$ cat config.mk
export PLATFORM = sky130hd
export DESIGN_NAME = utf8_validate_utf16_count_unit
export DESIGN_NICKNAME = d
export VERILOG_FILES = /design/src/design/u8v_pkg.sv /design/src/design/u8v_cfg.sv /design/src/design/u8v_step.sv /design/src/design/utf8_validate_utf16_count_unit.sv
export SDC_FILE = /design/constraint.sdc
export NUM_CORES = 1
export LEC_CHECK = 0
export BUFFER_PORTS_ARGS = -buffer_cell sky130_fd_sc_hd__buf_2
export CORE_MARGIN = 2
export CORE_UTILIZATION = 50
export DETAILED_ROUTE_END_ITERATION = 12
export GPL_ROUTABILITY_DRIVEN = 0
export PLACE_DENSITY = 0.79
export RECOVER_POWER = 100
export SYNTH_ARGS = -nofsm -noshare
export SYNTH_HDL_FRONTEND = slang
export SYNTH_HIERARCHICAL = 1
export SYNTH_SLANG_ARGS = --single-unit
$ cat constraint.sdc
create_clock -name i_clk -period 4.4 [get_ports i_clk]
set_input_delay 0.66 -clock i_clk [delete_from_list [all_inputs] [get_ports i_clk]]
set_output_delay 0.66 -clock i_clk [all_outputs]
set_load 0.01 [all_outputs]
$ cat src/design/u8v_pkg.sv
// Shared types and constants for the UTF-8 validator with UTF-16 unit count.
package u8v_pkg;

    localparam int unsigned DataW   = 8;
    localparam int unsigned CountW  = 16;
    localparam int unsigned ScalarW = 21;
    localparam int unsigned PendW   = 2;
    localparam int unsigned ClassW  = 2;
    localparam int unsigned ApbDataW = 32;
    localparam int unsigned ApbAddrW = 3;

    localparam logic [CountW-1:0]  MaxUnitsReset = 16'd255;
    localparam logic [ScalarW-1:0] ScalarMax     = 21'h10FFFF;
    localparam logic [ScalarW-1:0] SurrogateLo   = 21'h00D800;
    localparam logic [ScalarW-1:0] SurrogateHi   = 21'h00DFFF;
    localparam logic [ScalarW-1:0] BmpMax        = 21'h00FFFF;

    localparam logic [0:0] RegMaxUnits = 1'b0;

    typedef enum logic [1:0] {
        STAT_OK       = 2'd0,
        STAT_BAD_ENC  = 2'd1,
        STAT_TOO_LONG = 2'd2
    } t_status;

    typedef enum logic [ClassW-1:0] {
        CLS_NONE = 2'd0,
        CLS_2B   = 2'd1,
        CLS_3B   = 2'd2,
        CLS_4B   = 2'd3
    } t_class;

    typedef struct packed {
        t_status             status;
        logic [CountW-1:0]   unit_count;
        logic                string_end;
    } t_result;

    function automatic logic [ScalarW-1:0] class_minimum(input t_class cls);
        logic [ScalarW-1:0] v;
        unique case (cls)
            CLS_2B:  v = 21'h000080;
            CLS_3B:  v = 21'h000800;
            CLS_4B:  v = 21'h010000;
            default: v = '0;
        endcase
        return v;
    endfunction

endpackage

$ cat src/design/u8v_cfg.sv
// APB register block holding the UTF-16 unit limit.
module u8v_cfg (
    input  logic                              i_clk,
    input  logic                              i_rst_n,
    input  logic                              psel,
    input  logic                              penable,
    input  logic                              pwrite,
    input  logic [u8v_pkg::ApbAddrW-1:0]      paddr,
    input  logic [u8v_pkg::ApbDataW-1:0]      pwdata,
    output logic [u8v_pkg::ApbDataW-1:0]      prdata,
    output logic                              pready,
    output logic [u8v_pkg::CountW-1:0]        o_max_units
);

    logic [u8v_pkg::CountW-1:0] r_max_units;
    logic [u8v_pkg::CountW-1:0] n_max_units;
    logic                       sel_max;

    assign pready  = 1'b1;
    assign sel_max = (paddr[u8v_pkg::ApbAddrW-1] == u8v_pkg::RegMaxUnits);

    always_comb begin
        n_max_units = r_max_units;
        if (psel && penable && pwrite && pready && sel_max) begin
            n_max_units = pwdata[u8v_pkg::CountW-1:0];
        end
    end

    always_ff @(posedge i_clk) begin
        if (!i_rst_n) begin
            r_max_units <= u8v_pkg::MaxUnitsReset;
        end else begin
            r_max_units <= n_max_units;
        end
    end

    always_comb begin
        prdata = '0;
        if (sel_max) begin
            prdata = {{(u8v_pkg::ApbDataW-u8v_pkg::CountW){1'b0}}, r_max_units};
        end
    end

    assign o_max_units = r_max_units;

endmodule

$ cat src/design/u8v_step.sv
// Per-byte decode, scalar checks, unit count and string state registers.
module u8v_step (
    input  logic                          i_clk,
    input  logic                          i_rst_n,
    input  logic                          i_accept,
    input  logic [u8v_pkg::DataW-1:0]     i_data_byte,
    input  logic                          i_last_byte,
    input  logic [u8v_pkg::CountW-1:0]    i_max_units,
    output u8v_pkg::t_result              o_result
);

    logic [u8v_pkg::PendW-1:0]   r_pending, n_pending;
    logic [u8v_pkg::ScalarW-1:0] r_accum,   n_accum;
    u8v_pkg::t_class             r_cls,     n_cls;
    logic [u8v_pkg::CountW-1:0]  r_units,   n_units;
    u8v_pkg::t_status            r_err,     n_err;

    logic [u8v_pkg::ScalarW-1:0] acc_shift;
    logic [u8v_pkg::ScalarW-1:0] cp;
    u8v_pkg::t_class             cp_cls;
    logic                        cp_bad;
    logic                        cp_wide;
    logic [u8v_pkg::CountW:0]    unit_sum;
    logic                        cp_over;
    logic                        fin;

    assign acc_shift = {r_accum[u8v_pkg::ScalarW-7:0], i_data_byte[5:0]};
    assign cp        = (r_pending == '0)
                     ? {{(u8v_pkg::ScalarW-u8v_pkg::DataW){1'b0}}, i_data_byte}
                     : acc_shift;
    assign cp_cls    = (r_pending == '0) ? u8v_pkg::CLS_NONE : r_cls;
    assign cp_bad    = (cp < u8v_pkg::class_minimum(cp_cls)) || (cp > u8v_pkg::ScalarMax) ||
                       ((cp >= u8v_pkg::SurrogateLo) && (cp <= u8v_pkg::SurrogateHi));
    assign cp_wide   = (cp > u8v_pkg::BmpMax);
    assign unit_sum  = {1'b0, r_units} + (cp_wide ? 17'd2 : 17'd1);
    assign cp_over   = (unit_sum > {1'b0, i_max_units});

    always_comb begin
        n_pending = r_pending;
        n_accum   = r_accum;
        n_cls     = r_cls;
        n_units   = r_units;
        n_err     = r_err;
        fin       = 1'b0;
        if (i_accept && (r_err == u8v_pkg::STAT_OK)) begin
            if (r_pending == '0) begin
                if (i_data_byte[7] == 1'b0) begin
                    fin = 1'b1;
                end else if (i_data_byte[7:5] == 3'b110) begin
                    n_accum   = {16'd0, i_data_byte[4:0]};
                    n_pending = 2'd1;
                    n_cls     = u8v_pkg::CLS_2B;
                end else if (i_data_byte[7:4] == 4'b1110) begin
                    n_accum   = {17'd0, i_data_byte[3:0]};
                    n_pending = 2'd2;
                    n_cls     = u8v_pkg::CLS_3B;
                end else if (i_data_byte[7:3] == 5'b11110) begin
                    n_accum   = {18'd0, i_data_byte[2:0]};
                    n_pending = 2'd3;
                    n_cls     = u8v_pkg::CLS_4B;
                end else begin
                    n_err = u8v_pkg::STAT_BAD_ENC;
                end
            end else if (i_data_byte[7:6] != 2'b10) begin
                n_err = u8v_pkg::STAT_BAD_ENC;
            end else begin
                n_accum   = acc_shift;
                n_pending = r_pending - 2'd1;
                if (r_pending == 2'd1) begin
                    fin     = 1'b1;
                    n_accum = '0;
                    n_cls   = u8v_pkg::CLS_NONE;
                end
            end
            if (fin) begin
                if (cp_bad) begin
                    n_err = u8v_pkg::STAT_BAD_ENC;
                end else if (cp_over) begin
                    n_err = u8v_pkg::STAT_TOO_LONG;
                end else begin
                    n_units = unit_sum[u8v_pkg::CountW-1:0];
                end
            end
            if (i_last_byte && (n_err == u8v_pkg::STAT_OK) && (n_pending != '0)) begin
                n_err = u8v_pkg::STAT_BAD_ENC;
            end
        end
        o_result.status     = n_err;
        o_result.unit_count = n_units;
        o_result.string_end = i_last_byte;
        if (i_accept && i_last_byte) begin
            n_pending = '0;
            n_accum   = '0;
            n_cls     = u8v_pkg::CLS_NONE;
            n_units   = '0;
            n_err     = u8v_pkg::STAT_OK;
        end
    end

    always_ff @(posedge i_clk) begin
        if (!i_rst_n) begin
            r_pending <= '0;
            r_accum   <= '0;
            r_cls     <= u8v_pkg::CLS_NONE;
            r_units   <= '0;
            r_err     <= u8v_pkg::STAT_OK;
        end else begin
            r_pending <= n_pending;
            r_accum   <= n_accum;
            r_cls     <= n_cls;
            r_units   <= n_units;
            r_err     <= n_err;
        end
    end

    a_clear_after_last: assert property (@(posedge i_clk) disable iff (!i_rst_n)
        i_accept && i_last_byte |=>
            (r_pending == '0) && (r_units == '0) && (r_err == u8v_pkg::STAT_OK))
        else $error("string state not cleared after last byte");

    a_sticky_error: assert property (@(posedge i_clk) disable iff (!i_rst_n)
        i_accept && !i_last_byte && (r_err != u8v_pkg::STAT_OK) |=>
            $stable(r_err) && $stable(r_units))
        else $error("error or count changed after first error");

    a_idle_accum_clear: assert property (@(posedge i_clk) disable iff (!i_rst_n)
        (r_pending == '0) |-> (r_accum == '0) && (r_cls == u8v_pkg::CLS_NONE))
        else $error("scalar state left over with no sequence open");

    a_count_in_limit: assert property (@(posedge i_clk) disable iff (!i_rst_n)
        i_accept && (r_err == u8v_pkg::STAT_OK) && (o_result.unit_count != r_units) |->
            (o_result.unit_count <= i_max_units))
        else $error("unit count advanced past limit");

endmodule

$ cat src/design/utf8_validate_utf16_count_unit.sv
// Top level: UTF-8 validation with UTF-16 unit count, byte stream in, one result per byte.
// Timing: a result is registered when its byte is accepted and shows on o_out_valid in the cycle after.
// Throughput: one byte per cycle while i_out_ready holds; the per-byte decode, scalar check
// and unit-count compare sit in one path from the string state registers back to themselves.
// The result register frees as it is taken, so input and output overlap fully.
// Reset: unit limit returns to 255, string state clears, no result is held.
module utf8_validate_utf16_count_unit (
    input  logic                          i_clk,
    input  logic                          i_rst_n,
    input  logic                          psel,
    input  logic                          penable,
    input  logic                          pwrite,
    input  logic [u8v_pkg::ApbAddrW-1:0]  paddr,
    input  logic [u8v_pkg::ApbDataW-1:0]  pwdata,
    output logic [u8v_pkg::ApbDataW-1:0]  prdata,
    output logic                          pready,
    input  logic                          i_in_valid,
    output logic                          o_in_ready,
    input  logic [u8v_pkg::DataW-1:0]     i_data_byte,
    input  logic                          i_last_byte,
    output logic                          o_out_valid,
    input  logic                          i_out_ready,
    output logic [1:0]                    o_status,
    output logic [u8v_pkg::CountW-1:0]    o_unit_count,
    output logic                          o_string_end
);

    logic [u8v_pkg::CountW-1:0] max_units;
    logic                       accept;
    u8v_pkg::t_result           step_res;
    u8v_pkg::t_result           r_res;
    logic                       r_out_valid, n_out_valid;

    u8v_cfg u_cfg (
        .i_clk       (i_clk),
        .i_rst_n     (i_rst_n),
        .psel        (psel),
        .penable     (penable),
        .pwrite      (pwrite),
        .paddr       (paddr),
        .pwdata      (pwdata),
        .prdata      (prdata),
        .pready      (pready),
        .o_max_units (max_units)
    );

    assign o_in_ready = !r_out_valid || i_out_ready;
    assign accept     = i_in_valid && o_in_ready;

    u8v_step u_step (
        .i_clk       (i_clk),
        .i_rst_n     (i_rst_n),
        .i_accept    (accept),
        .i_data_byte (i_data_byte),
        .i_last_byte (i_last_byte),
        .i_max_units (max_units),
        .o_result    (step_res)
    );

    always_comb begin
        n_out_valid = r_out_valid;
        if (accept) begin
            n_out_valid = 1'b1;
        end else if (i_out_ready) begin
            n_out_valid = 1'b0;
        end
    end

    always_ff @(posedge i_clk) begin
        if (!i_rst_n) begin
            r_out_valid <= 1'b0;
        end else begin
            r_out_valid <= n_out_valid;
        end
    end

    always_ff @(posedge i_clk) begin
        if (accept) begin
            r_res <= step_res;
        end
    end

    assign o_out_valid  = r_out_valid;
    assign o_status     = r_res.status;
    assign o_unit_count = r_res.unit_count;
    assign o_string_end = r_res.string_end;

endmodule

**Yosys cells after proc, flatten, opt, wreduce, memory -nomap -nowiden**

Cells that the tools add are included.

- Flip-flop bits (word level): 73
- Latch bits: 0
- RAM bits: 0
- ROM bits: 0
- Bits of input ports: 51
- Word-level logic and storage cells: 102
- Memories: 0

- $add $sub $neg: 2
- $mul: 0
- Divide/modulo/power cells: 0
- Magnitude comparators: 6
- Equal/unequal tests: 11
- Shift operators: 0
- Multiplexer cells: 49
- Bitwise gates (word level): 2
- Reductions and logical operators: 22

Operator list:

| operator | count |
|---|---|
| $mux 15 | 7 |
| $mux 16 | 5 |
| $mux 2 | 28 |
| $pmux 17 s3 | 1 |
| $ge 21x16->1 const B | 1 |
| $gt 21x16->1 const B | 1 |
| $gt 21x21->1 const B | 1 |
| $le 21x16->1 const B | 1 |
| $lt 21x17->1 | 1 |
| $mux 21 | 1 |
| $add 16x17->17 | 1 |
| $gt 17x16->1 | 1 |
| $logic_and 1x1->1 | 9 |
| $mux 1 | 7 |
| $logic_not 2->1 | 3 |
| $reduce_bool 2->1 | 3 |
| $eq 5x5->1 const B | 1 |
| $reduce_and 5->1 | 1 |
| $eq 2x1->1 const B | 2 |
| $eq 2x2->1 const B | 2 |
| $eq 4x4->1 const B | 1 |
| $ne 2x2->1 const B | 2 |
| $ne 4x4->1 const B | 1 |
| $reduce_and 4->1 | 1 |
| other kinds (7) | 10 |

**Depth between registers and ports, before layout**

Gate-level depths: netlist of run 1.

- Depth in word-level cells: 15
- Depth in mapped cells: 20
- Mapped depth without buffers: 18

**By module**

Netlist of run 1, hierarchy kept.

By module, submodules not included:

| module | times used | cells each | area an instance (um^2) |
|---|---|---|---|
| u8v_step | 1 | 390 | 3,174.3 |
| u8v_cfg | 1 | 106 | 947.2 |
| utf8_validate_utf16_count_unit | 1 | 24 | 628.1 |

**Worst setup path before layout of run 1**

Ideal clock, no wire load.

- Kind: register to register
- Start: register u_step/r_pending[0] in the netlist's numbering
- End: register r_res, in the netlist o_unit_count[0] (data pin)
- Setup time: 0.260 ns
- Arrival: 4.462 ns
- Required time: 4.140 ns
- Path slack: -0.322 ns
- Stages on the path, launching flop included: 21
- Clock period less this slack: 4.722 ns
- Cell sequence: dfxtp_1 inv_1 ha_1 clkbuf_1 clkbuf_1 o21a_1 inv_1 ha_1 a21o_1 and3_1 and3_1 and3_1 xor2_1 ha_1 a21oi_1 o211ai_1 or3_1 o211a_4 or3_1 buf_2 mux2_4

RTL lines:

| item | line | source |
|---|---|---|
| start: declaration | u8v_step.sv:12 | `logic [u8v_pkg::PendW-1:0] r_pending, n_pending;` |
| start signal: assignment | u8v_step.sv:108 | `r_pending <= n_pending;` |
| end signal: assignment | utf8_validate_utf16_count_unit.sv:79 | `r_res <= step_res;` |
| end: declaration | utf8_validate_utf16_count_unit.sv:31 | `u8v_pkg::t_result r_res;` |

==> results of run 1 <==
==> stage by stage <==
stage / setup TNS, ps / util, %
after floorplan: 0 / -
after global placement: 0 / 56.0
after detailed placement: -107 / 56.0
after CTS: 0 / 58.5
after global routing: -381 / 59.1
final: 0 / 59.1
==> layout make-up <==
cell class / count / area (um2)
Inverter: 27 / 101
Sequential cell: 73 / 1660
Fill cell: 787 / 3780
Clock inverter: 4 / 47.5
Tap cell: 129 / 161
Timing Repair Buffer: 86 / 418
Clock buffer: 12 / 178
Multi-Input combinational cell: 388 / 2900
==> critical path: stages, from the launching register on <==
cell and delay (ps):
sky130_fd_sc_hd__dfxtp_4 370, sky130_fd_sc_hd__inv_2 80, sky130_fd_sc_hd__ha_2 190, sky130_fd_sc_hd__nand2b_4 130
sky130_fd_sc_hd__o21a_1 170, sky130_fd_sc_hd__inv_2 50, sky130_fd_sc_hd__ha_1 280, sky130_fd_sc_hd__a21o_1 180
sky130_fd_sc_hd__and3_4 190, sky130_fd_sc_hd__and3_4 170, sky130_fd_sc_hd__and3_1 200, sky130_fd_sc_hd__xor2_1 140
sky130_fd_sc_hd__ha_1 340, sky130_fd_sc_hd__a21oi_2 160, sky130_fd_sc_hd__o211ai_1 130, sky130_fd_sc_hd__or3_4 400
sky130_fd_sc_hd__o211a_4 170, sky130_fd_sc_hd__or3_4 410, sky130_fd_sc_hd__mux2_4 310
==> cells in the mapped netlist (2+ instances only) <==
master | instances | area [um2]
sky130_fd_sc_hd__buf_2 | 6 | 30.0
sky130_fd_sc_hd__and2_1 | 2 | 12.5
sky130_fd_sc_hd__ha_1 | 23 | 288
sky130_fd_sc_hd__and4_1 | 2 | 17.5
sky130_fd_sc_hd__nor4_2 | 5 | 62.6
sky130_fd_sc_hd__and3_1 | 4 | 25.0
sky130_fd_sc_hd__nand4_1 | 7 | 43.8
sky130_fd_sc_hd__nor4_4 | 3 | 63.8
sky130_fd_sc_hd__nor4b_2 | 4 | 60.1
sky130_fd_sc_hd__mux2i_1 | 34 | 340
sky130_fd_sc_hd__o21ai_0 | 5 | 25.0
sky130_fd_sc_hd__nand3_1 | 13 | 65.1
sky130_fd_sc_hd__nand4b_1 | 2 | 17.5
sky130_fd_sc_hd__a21oi_1 | 13 | 65.1
sky130_fd_sc_hd__o311ai_0 | 2 | 17.5
sky130_fd_sc_hd__xor2_1 | 19 | 166
sky130_fd_sc_hd__dfxtp_1 | 54 | 1080
sky130_fd_sc_hd__nand3b_1 | 2 | 15.0
sky130_fd_sc_hd__and2b_2 | 6 | 52.6
sky130_fd_sc_hd__a211oi_1 | 3 | 22.5
sky130_fd_sc_hd__o21a_1 | 3 | 22.5
sky130_fd_sc_hd__nor3_2 | 2 | 20.0
sky130_fd_sc_hd__a2111o_1 | 2 | 22.5
sky130_fd_sc_hd__clkbuf_1 | 18 | 67.6
sky130_fd_sc_hd__buf_6 | 2 | 22.5
sky130_fd_sc_hd__nor3b_1 | 2 | 15.0
sky130_fd_sc_hd__xnor2_1 | 9 | 78.8
sky130_fd_sc_hd__conb_1 | 2 | 7.51
sky130_fd_sc_hd__mux2_4 | 2 | 30.0
sky130_fd_sc_hd__a221oi_1 | 2 | 17.5
sky130_fd_sc_hd__or3_1 | 3 | 18.8
sky130_fd_sc_hd__a31oi_1 | 12 | 75.1
sky130_fd_sc_hd__a21o_1 | 2 | 15.0
sky130_fd_sc_hd__buf_4 | 20 | 150
sky130_fd_sc_hd__nor2b_1 | 40 | 250
sky130_fd_sc_hd__nand2_1 | 55 | 206
sky130_fd_sc_hd__nor2_1 | 28 | 105
sky130_fd_sc_hd__nor3_1 | 10 | 50.1
sky130_fd_sc_hd__nand2b_1 | 21 | 131
sky130_fd_sc_hd__inv_1 | 27 | 101
sky130_fd_sc_hd__o211ai_1 | 3 | 22.5
sky130_fd_sc_hd__edfxtp_1 | 19 | 571
==> timing repair <==
item,in CTS,in global routing
setup buffers,0,1
hold buffers,0,0
setup endpoints to repair,8,26
pin swaps,1,3
resized for setup,1,19
==> state kept, by name, summed over array words and instances (netlist names) <==
name	count
o_string_end	1
u_step/r_pending	2
u_step/r_err	2
o_unit_count	16
o_status	2
u_step/r_accum	15
o_out_valid	1
u_step/r_units	16
u_cfg/o_max_units	16
u_step/r_cls	2
==> worst paths after layout <==
path / from / endpoint / cells after the start
max: u_step/r_pending[0] / o_unit_count[0] / 18
min reg2reg: u_cfg/o_max_units[8] / u_cfg/o_max_units[8] / 2
max reg2reg: u_step/r_pending[0] / o_unit_count[0] / 18
min: u_cfg/o_max_units[8] / u_cfg/o_max_units[8] / 2
==> cell families after synthesis <==
family,after synthesis
xor gates and xnor gates,28
muxes,36
DFF,73
and+or+nand+nor,226
buffers and inverters,74
adders and majority gates,24
other,2
AOI/OAI and AO/OA,57
==> power breakdown <==
group,internal (mW),switching (mW)
clock,0.329,0.262
sequential,0.706,0.00959
combinational,0.0683,0.117
total,1.10,0.389
==> layer usage <==
layer / GRT usage [%] / vias to the layer above / part of all wire (%)
li1: - / 1897 / -
met1: 24.6 / 1788 / 45
met2: 31.9 / 69 / 50
met3: 5.04 / 14 / 3.7
met4: 7.80 / 0 / 1.5
met5: 0 / - / 0
==> out/qor.yml, run 1 <==
half_perimeter_wire_length_of_the_detailed_placement_result_mm: 7.01
count_of_endpoints_failing_hold_in_the_final_timing_report: 0
power.static_leakage_nw: 2.24
clkSinkCount: 73
routed_wire_length_mm: 10.0
root_buffer: "sky130_fd_sc_hd__clkbuf_8"
total_power_mw: 1.49
drt_pre_antenna_iters: 4
layout_cell_share_with_drive_strength_beyond_1_pct: 18.6
synth.yosys.warnings: 6
finalWorstSetupSlack_ps: 99.1
post_layout_nonfiller_instances: 719
worst-endpoint-arrival_ps: 4420
ctsHtreeMaxLevel: 3
insertedDiodeCount: 0
fin_crit_ps: 4300
seq_area_frac_synth_pct: 34.8
yosysUniqueCellTypes: 69
vdd_ir_drop_max_v: 0.000155
cap_viol_max_count: 0
synth_top_family_by_area: "simple AND/OR/NAND/NOR gates"
clkSlewWorstSetupHoldPaths_ps: 80
fp.dieW_um: 101
die_h_um: 101
wl_per_cell_um: 14.0
overflow: 0
max_freq_mhz: 233
slew_headroom_pct: 4.81
core.rowCount: 35
grt_pass1_wl_mm: 15.9
first_global_vias: 3517
maxSlewViolCount: 0
detail_route.drc_violations: 0
yosys-mux-area-fraction_pct: 7.80
cts_made_buffers: 9
post_dp_cell_area_mm2: 0.00517
final_min_period_over_clock_period_pct: 97.7
fin_skew_ps: 11.2
layout.cells.most_common_list: "55 x sky130_fd_sc_hd__nand2_1, 52 x sky130_fd_sc_hd__dfxtp_1, 41 x sky130_fd_sc_hd__clkbuf_1"
layout.nets: 660
worstPathRequired_ps: 4520
ctsLongestPathBuffers: 2
syn-mean-instance-area_um2: 9.13
post_synth_inst_count: 520
synth.ff_latch_count: 73
most_common_cell_after_layout_fill_and_taps_aside: "sky130_fd_sc_hd__nand2_1"
power_per_cell_area_mw_per_mm2: 273
worst-slew-pin-transition_ps: 1430
pin_count: 105
area.growth.synth_to_final_pct: 15.0
routed_via_density: 5.24
synthAdderAreaFrac_pct: 6.48
kind_of_path_behind_the_tightest_hold_check: "flop to flop"
routed-via-count: 3768
r2r_slack_ps: 100
ys_async_sr_fraction_pct: 0
drtIter0Drc: 118
cts_tree: "done"
ys.flop_type: "sky130_fd_sc_hd__dfxtp_1"
worst_setup_path_start_kind: "flop"
critPathKind: "flop to flop"
core_region_area_mm2: 0.00924
fin_worst_hold_slack_ps: 478
endpoint_kind: "flop"
synth.cell_area_mm2: 0.00475
place_inst: 702
simple_gate_portion_of_the_synthesized_area_pct: 28.9
clkLatencyLatePin_ps: 360
grt_max_degree: 36
postRouteAntennaNets: 0
floorplan.die_area_mm2: 0.0103
placement.io_buffers: 69
post-route-cell-area_mm2: 0.00546
global_route.usage.total_pct: 19.5
status: "finished, final reports clean"
synth_xor_xnor_area_share_pct: 5.16
effective_utilization_at_floorplan_pct: 51.4
synth_compound_area_share_pct: 8.46
place_worst_setup_slack_ps: -48.7
setup_viol: 0
critical_path.max_fanout: 5
antenna_found_initial: 0
synth_edf_count: 19
No activity file was read; power rests on OpenSTA's default activity.
==> run 2, diff against run 1 <==
CORE_ASPECT_RATIO = 0.9   (was default)
==> out/qor.yml, run 2 (synthesis results as in run 1) <==
global_route.usage.total_pct: 19.9  # +0.42 points
pin_count: 105  # unchanged
first_global_vias: 3594  # +2.2%
floorplan.die_area_mm2: 0.0103  # about the same
layout_cell_share_with_drive_strength_beyond_1_pct: 19.1  # +0.41 points
place_worst_setup_slack_ps: 50.8  # +99.4 ps
slew_headroom_pct: 2.95  # -1.9 points
most_common_cell_after_layout_fill_and_taps_aside: "sky130_fd_sc_hd__nand2_1"
cell_seen_most_often_among_critical_path_stages: "sky130_fd_sc_hd__and3_4"
critPathKind: "flop to flop"
drt_pre_antenna_iters: 4  # unchanged
layout.nets: 663  # +0.45%
worstPathBufferInverterCount: 2  # unchanged
finalWorstSetupSlack_ps: 168  # +69.3 ps
antenna_found_initial: 0  # unchanged
root_buffer: "sky130_fd_sc_hd__clkbuf_8"
worst-slew-pin-transition_ps: 1450  # +27.9 ps
core.rowCount: 33  # -5.7%
effective_utilization_at_floorplan_pct: 51.8  # +0.41 points
cp_max_stage_cell: "sky130_fd_sc_hd__or3_4"
insertedDiodeCount: 0  # unchanged
fp.dieW_um: 107  # +5.2%
kind_of_path_behind_the_tightest_hold_check: "flop to flop"
clkSinkCount: 73  # unchanged
setup_viol: 0  # unchanged
timing.setup.tns_ps: 0  # unchanged
worst_setup_path_start_kind: "flop"
core_region_area_mm2: 0.00917  # -0.80%
placement.io_buffers: 69  # unchanged
max_freq_mhz: 236  # +1.6%
vdd_ir_drop_max_v: 0.000207  # +34%
half_perimeter_wire_length_of_the_detailed_placement_result_mm: 7.34  # +4.6%
grt_setup_unrepaired: "no"
overflow: 0  # unchanged
endpoint_kind: "flop"
detail_route.drc_violations: 0  # unchanged
worst_path_dominant_cell_family: "simple AND/OR/NAND/NOR gates"
cts_tree: "done"
wl_per_cell_um: 14.5  # +4.0%
fin_crit_ps: 4230  # -69.3 ps
count_of_endpoints_failing_hold_in_the_final_timing_report: 0  # unchanged
grt_max_degree: 36  # unchanged
post_layout_nonfiller_instances: 715  # -0.56%
place_inst: 700  # -0.28%
routed_via_density: 5.37  # +2.4%
cap_viol_max_count: 0  # unchanged
critical_path.max_fanout: 5  # unchanged
clkSlewWorstSetupHoldPaths_ps: 80  # about the same
cts_made_buffers: 9  # unchanged
clkLatencyLatePin_ps: 350  # about the same
maxSlewViolCount: 0  # unchanged
ctsLongestPathBuffers: 2  # unchanged
worst-endpoint-arrival_ps: 4340  # -80 ps
area.growth.synth_to_final_pct: 13.9
layout.cells.most_common_list: "55 x sky130_fd_sc_hd__nand2_1, 52 x sky130_fd_sc_hd__dfxtp_1, 40 x sky130_fd_sc_hd__nor2b_1"
drtIter0Drc: 147  # +25%
worstPathRequired_ps: 4500  # -20 ps
power.static_leakage_nw: 2.21  # -1.4%
postCtsSetupBuffers: 0  # unchanged
postCtsHoldBufs: 0  # unchanged
grt_pass1_wl_mm: 16.2  # +2.0%
cp_cell_sequence: "inv_2, ha_2, nand2b_1, o21a_1, inv_2, ha_1, a21o_1, and3_4, and3_4, and3_4, xor2_1, ha_1, a21oi_2, o211ai_1, or3_4, o211a_4, or3_4, mux2_1"
fin_skew_ps: 13.7  # +2.45 ps
routed-via-count: 3836  # +1.8%
status: "finished, final reports clean"
ctsHtreeMaxLevel: 3  # unchanged
postRouteAntennaNets: 0  # unchanged
die_h_um: 96.5  # -4.9%
power_per_cell_area_mw_per_mm2: 264  # -3.5%
post_dp_cell_area_mm2: 0.00520  # +0.56%
routed_wire_length_mm: 10.4  # +3.5%
post-route-cell-area_mm2: 0.00541  # -0.94%
timing.critical_path.slowest_cell_delay_ps: 400  # about the same
final.fill_count: 828  # +5.2%
final_min_period_over_clock_period_pct: 96.2  # -1.6 points
run 2: layer usage:
| metal | global-route usage, % | vias to the layer above | part of all wire [%] |
|---|---|---|---|
| met5 | 0 | - | 0 |
| met4 | 7.36 | 0 | 1.7 |
| met3 | 3.82 | 18 | 3.6 |
| met2 | 35.5 | 80 | 49 |
| met1 | 24.2 | 1836 | 45 |
| li1 | - | 1902 | - |
run 2: power breakdown:
part	internal, mW	switching, mW	total, mW
registers	0.706	0.00996	0.716
logic	0.0672	0.118	0.185
clock network	0.260	0.266	0.526
run 2: per-stage QoR:
step / power, mW / hold slack (ps) / utilization, %
3_3_place_gp: 0.911 / 460 / 56.7
6_report: 1.43 / 483 / 59.0
5_1_grt: 1.48 / 505 / 59.0
4_1_cts: 1.44 / 484 / 58.9
2_1_floorplan: 0.874 / 443 / -
3_5_place_dp: 0.917 / 473 / 56.7
run 2: worst register-to-register path, cell delays in order (launching register included):
cell                       delay [ps]
sky130_fd_sc_hd__dfxtp_4          370
sky130_fd_sc_hd__inv_2             80
sky130_fd_sc_hd__ha_2             180
sky130_fd_sc_hd__nand2b_1         120
sky130_fd_sc_hd__o21a_1           160
sky130_fd_sc_hd__inv_2             50
sky130_fd_sc_hd__ha_1             260
sky130_fd_sc_hd__a21o_1           170
sky130_fd_sc_hd__and3_4           190
sky130_fd_sc_hd__and3_4           180
sky130_fd_sc_hd__and3_4           190
sky130_fd_sc_hd__xor2_1           150
sky130_fd_sc_hd__ha_1             340
sky130_fd_sc_hd__a21oi_2          140
sky130_fd_sc_hd__o211ai_1         140
sky130_fd_sc_hd__or3_4            400
sky130_fd_sc_hd__o211a_4          170
sky130_fd_sc_hd__or3_4            370
sky130_fd_sc_hd__mux2_1           340
run 2: path summary, 6_finish.rpt:
check / start / endpoint / slack (ps) / cells past startpoint
worst max-delay path: u_step/r_pending[0] / o_unit_count[0] / 170 / 18
worst min-delay path: u_cfg/o_max_units[14] / u_cfg/o_max_units[14] / 480 / 2
worst max register to register: u_step/r_pending[0] / o_unit_count[0] / 170 / 18
worst min register to register: u_cfg/o_max_units[14] / u_cfg/o_max_units[14] / 480 / 2
run 2: repair_timing:
| action | CTS | global route |
|---|---|---|
| pin swaps | 0 | 14 |
| gates resized for setup | 1 | 22 |
| gates cloned | 0 | 0 |
| setup endpoints to repair | 2 | 27 |
run 2: layout make-up:
| cell class | count | area [um2] | share of cell area [%] |
|---|---|---|---|
| timing repair buffer | 89 | 448 | 8.28 |
| clock buffer | 9 | 124 | 2.29 |
| multi-input combinational | 388 | 2860 | 52.8 |
| tap | 122 | 153 | 2.82 |
| sequential | 73 | 1660 | 30.6 |
| inverter | 27 | 101 | 1.87 |
| clock inverter | 7 | 71.3 | 1.32 |
==> run 3, diff against run 2 <==
PLACE_DENSITY = 0.87   (was 0.79)
==> out/qor.yml, run 3 (synthesis results as in run 1) <==
status: "finished, final reports clean"
grt_pass1_wl_mm: 16.9  # +4.0%
routed-via-count: 3904  # +1.8%
placement.io_buffers: 69  # unchanged
layout_cell_share_with_drive_strength_beyond_1_pct: 18.7  # -0.38 points
drt_pre_antenna_iters: 5  # +1
core.rowCount: 33  # unchanged
finalWorstSetupSlack_ps: 109  # -59.8 ps
clkSinkCount: 73  # unchanged
ctsHtreeMaxLevel: 3  # unchanged
grt_max_degree: 36  # unchanged
first_global_vias: 3696  # +2.8%
final.fill_count: 772  # -6.8%
drtIter0Drc: 135  # -8.2%
grt_setup_unrepaired: "yes"
ctsLongestPathBuffers: 2  # unchanged
crit_end: "o_unit_count[5]"
wl_per_cell_um: 15.2  # +4.8%
power_per_cell_area_mw_per_mm2: 270  # +2.5%
floorplan.die_area_mm2: 0.0103  # unchanged
insertedDiodeCount: 0  # unchanged
worst-endpoint-arrival_ps: 4470  # +130 ps
cts_made_buffers: 9  # unchanged
area.growth.synth_to_final_pct: 14.8
count_of_endpoints_failing_hold_in_the_final_timing_report: 0  # unchanged
fp.dieW_um: 107  # unchanged
maxSlewViolCount: 0  # unchanged
cp-startpoint: "u_step/r_pending[0]"
place_worst_setup_slack_ps: -17.2  # -68.0 ps
total_power_mw: 1.47  # +3.3%
final_min_period_over_clock_period_pct: 97.5  # +1.4 points
setup_viol: 0  # unchanged
antenna_found_initial: 0  # unchanged
worst_r2r_startpoint: "u_step/r_pending[0]"
vdd_ir_drop_max_v: 0.000141  # -32%
holdCritStartpoint: "u_step/r_accum[0]"
cts_tree: "done"
fin_skew_ps: 10.6  # -3.01 ps
critPathKind: "flop to flop"
multi_input_comb_area_mm2: 0.00291  # +2.0%
critical_path.max_fanout: 6  # +1
fin_crit_ps: 4290  # +59.8 ps
core_region_area_mm2: 0.00917  # unchanged
hold_depth: 2  # unchanged
overflow: 0  # unchanged
worst-slew-pin-transition_ps: 1430  # -25.2 ps
clkLatencyLatePin_ps: 360  # about the same
routed_wire_length_mm: 10.8  # +4.2%
cap_viol_max_count: 0  # unchanged
pin_count: 105  # unchanged
worstRegToRegCells: 19  # +1
half_perimeter_wire_length_of_the_detailed_placement_result_mm: 7.40  # +0.93%
effective_utilization_at_floorplan_pct: 51.8  # unchanged
power.static_leakage_nw: 2.24  # +1.5%
slew_headroom_pct: 4.64  # +1.7 points
clkSlewWorstSetupHoldPaths_ps: 70  # about the same
layout.cells.most_common_list: "55 x sky130_fd_sc_hd__nand2_1, 52 x sky130_fd_sc_hd__dfxtp_1, 40 x sky130_fd_sc_hd__clkbuf_1, 40 x sky130_fd_sc_hd__nor2b_1, 34 x sky130_fd_sc_hd__mux2i_1"
endpoint_kind: "flop"
die_h_um: 96.5  # unchanged
global_route.usage.total_pct: 20.7  # +0.80 points
worstPathRequired_ps: 4580  # +80 ps
root_buffer: "sky130_fd_sc_hd__clkbuf_8"
postRouteAntennaNets: 0  # unchanged
routed_via_density: 5.49  # +2.3%
kind_of_path_behind_the_tightest_hold_check: "flop to flop"
max_freq_mhz: 233  # -1.4%
layout.nets: 659  # -0.60%
regArea_mm2: 0.00166  # unchanged
worst_setup_path_start_kind: "flop"
most_common_cell_after_layout_fill_and_taps_aside: "sky130_fd_sc_hd__nand2_1"
r2r_slack_ps: 110  # -60 ps
worst_r2r_endpoint: "o_unit_count[5]"
detail_route.drc_violations: 0  # unchanged
==> run 3: layout make-up <==
type	instances	share of cell area, %
tap	122	2.80
inverter	27	1.86
timing repair buffer	85	7.60
multi-input combinational	388	53.4
clock buffer	12	3.05
clock inverter	4	0.895
sequential	73	30.4
==> run 3: critical path: stages (launching register included) <==
cell	delay, ps
sky130_fd_sc_hd__dfxtp_4	370
sky130_fd_sc_hd__inv_2	80
sky130_fd_sc_hd__ha_2	180
sky130_fd_sc_hd__nand2b_4	120
sky130_fd_sc_hd__o21a_1	170
sky130_fd_sc_hd__inv_2	50
sky130_fd_sc_hd__ha_1	280
sky130_fd_sc_hd__a21o_1	170
sky130_fd_sc_hd__and3_1	210
sky130_fd_sc_hd__and3_4	190
sky130_fd_sc_hd__and3_1	190
sky130_fd_sc_hd__xor2_1	150
sky130_fd_sc_hd__ha_1	340
sky130_fd_sc_hd__nand3_2	140
sky130_fd_sc_hd__o211ai_1	140
sky130_fd_sc_hd__or3_4	390
sky130_fd_sc_hd__o211a_4	160
sky130_fd_sc_hd__buf_4	180
sky130_fd_sc_hd__nor4_4	330
sky130_fd_sc_hd__xor2_1	250
==> run 3: power breakdown <==
part | switching (mW) | total (mW) | internal (mW)
Sequential | 0.0100 | 0.716 | 0.706
Combinational | 0.120 | 0.189 | 0.0684
Clock | 0.258 | 0.569 | 0.311
==> run 3: metrics by stage <==
step | utilization [%] | hold WS (ps) | instance area, um2 | setup TNS, ps | instances
finish | 59.5 | 482 | 5450 | 0 | 711
global route | 59.5 | 507 | 5450 | -577 | 711
CTS | 58.7 | 477 | 5380 | 0 | 710
detailed placement | 56.2 | 465 | 5150 | -32.3 | 694
global placement | 56.2 | 459 | 5150 | 0 | 694
floorplan | - | 443 | 4850 | 0 | 535
==> run 3: how the worst min path moves through the flow <==
stage | slack [ps] | endpoint
6_report | 480 | u_step/r_accum[0]
5_1_grt | 510 | u_step/r_accum[0]
4_1_cts | 480 | u_step/r_accum[0]
3_5_place_dp | 460 | u_step/r_accum[0]
3_3_place_gp | 460 | u_step/r_accum[0]
2_1_floorplan | 440 | u_cfg/o_max_units[10]
==> run 3: routing by layer <==
metal / vias up / wire length (um) / global-route usage (%)
li1: 1891 / - / -
met1: 1876 / 4530 / 24.5
met2: 104 / 5460 / 36.3
met3: 33 / 499 / 4.43
met4: 0 / 344 / 9.85
met5: - / 0 / 0
==> run 3: what timing repair did <==
| action | 4_1_cts | 5_1_grt |
|---|---|---|
| hold buffers | 0 | 0 |
| gates resized for setup | 1 | 21 |
| setup buffers | 0 | 1 |
| setup endpoints to repair | 9 | 27 |
| pin swaps | 1 | 6 |
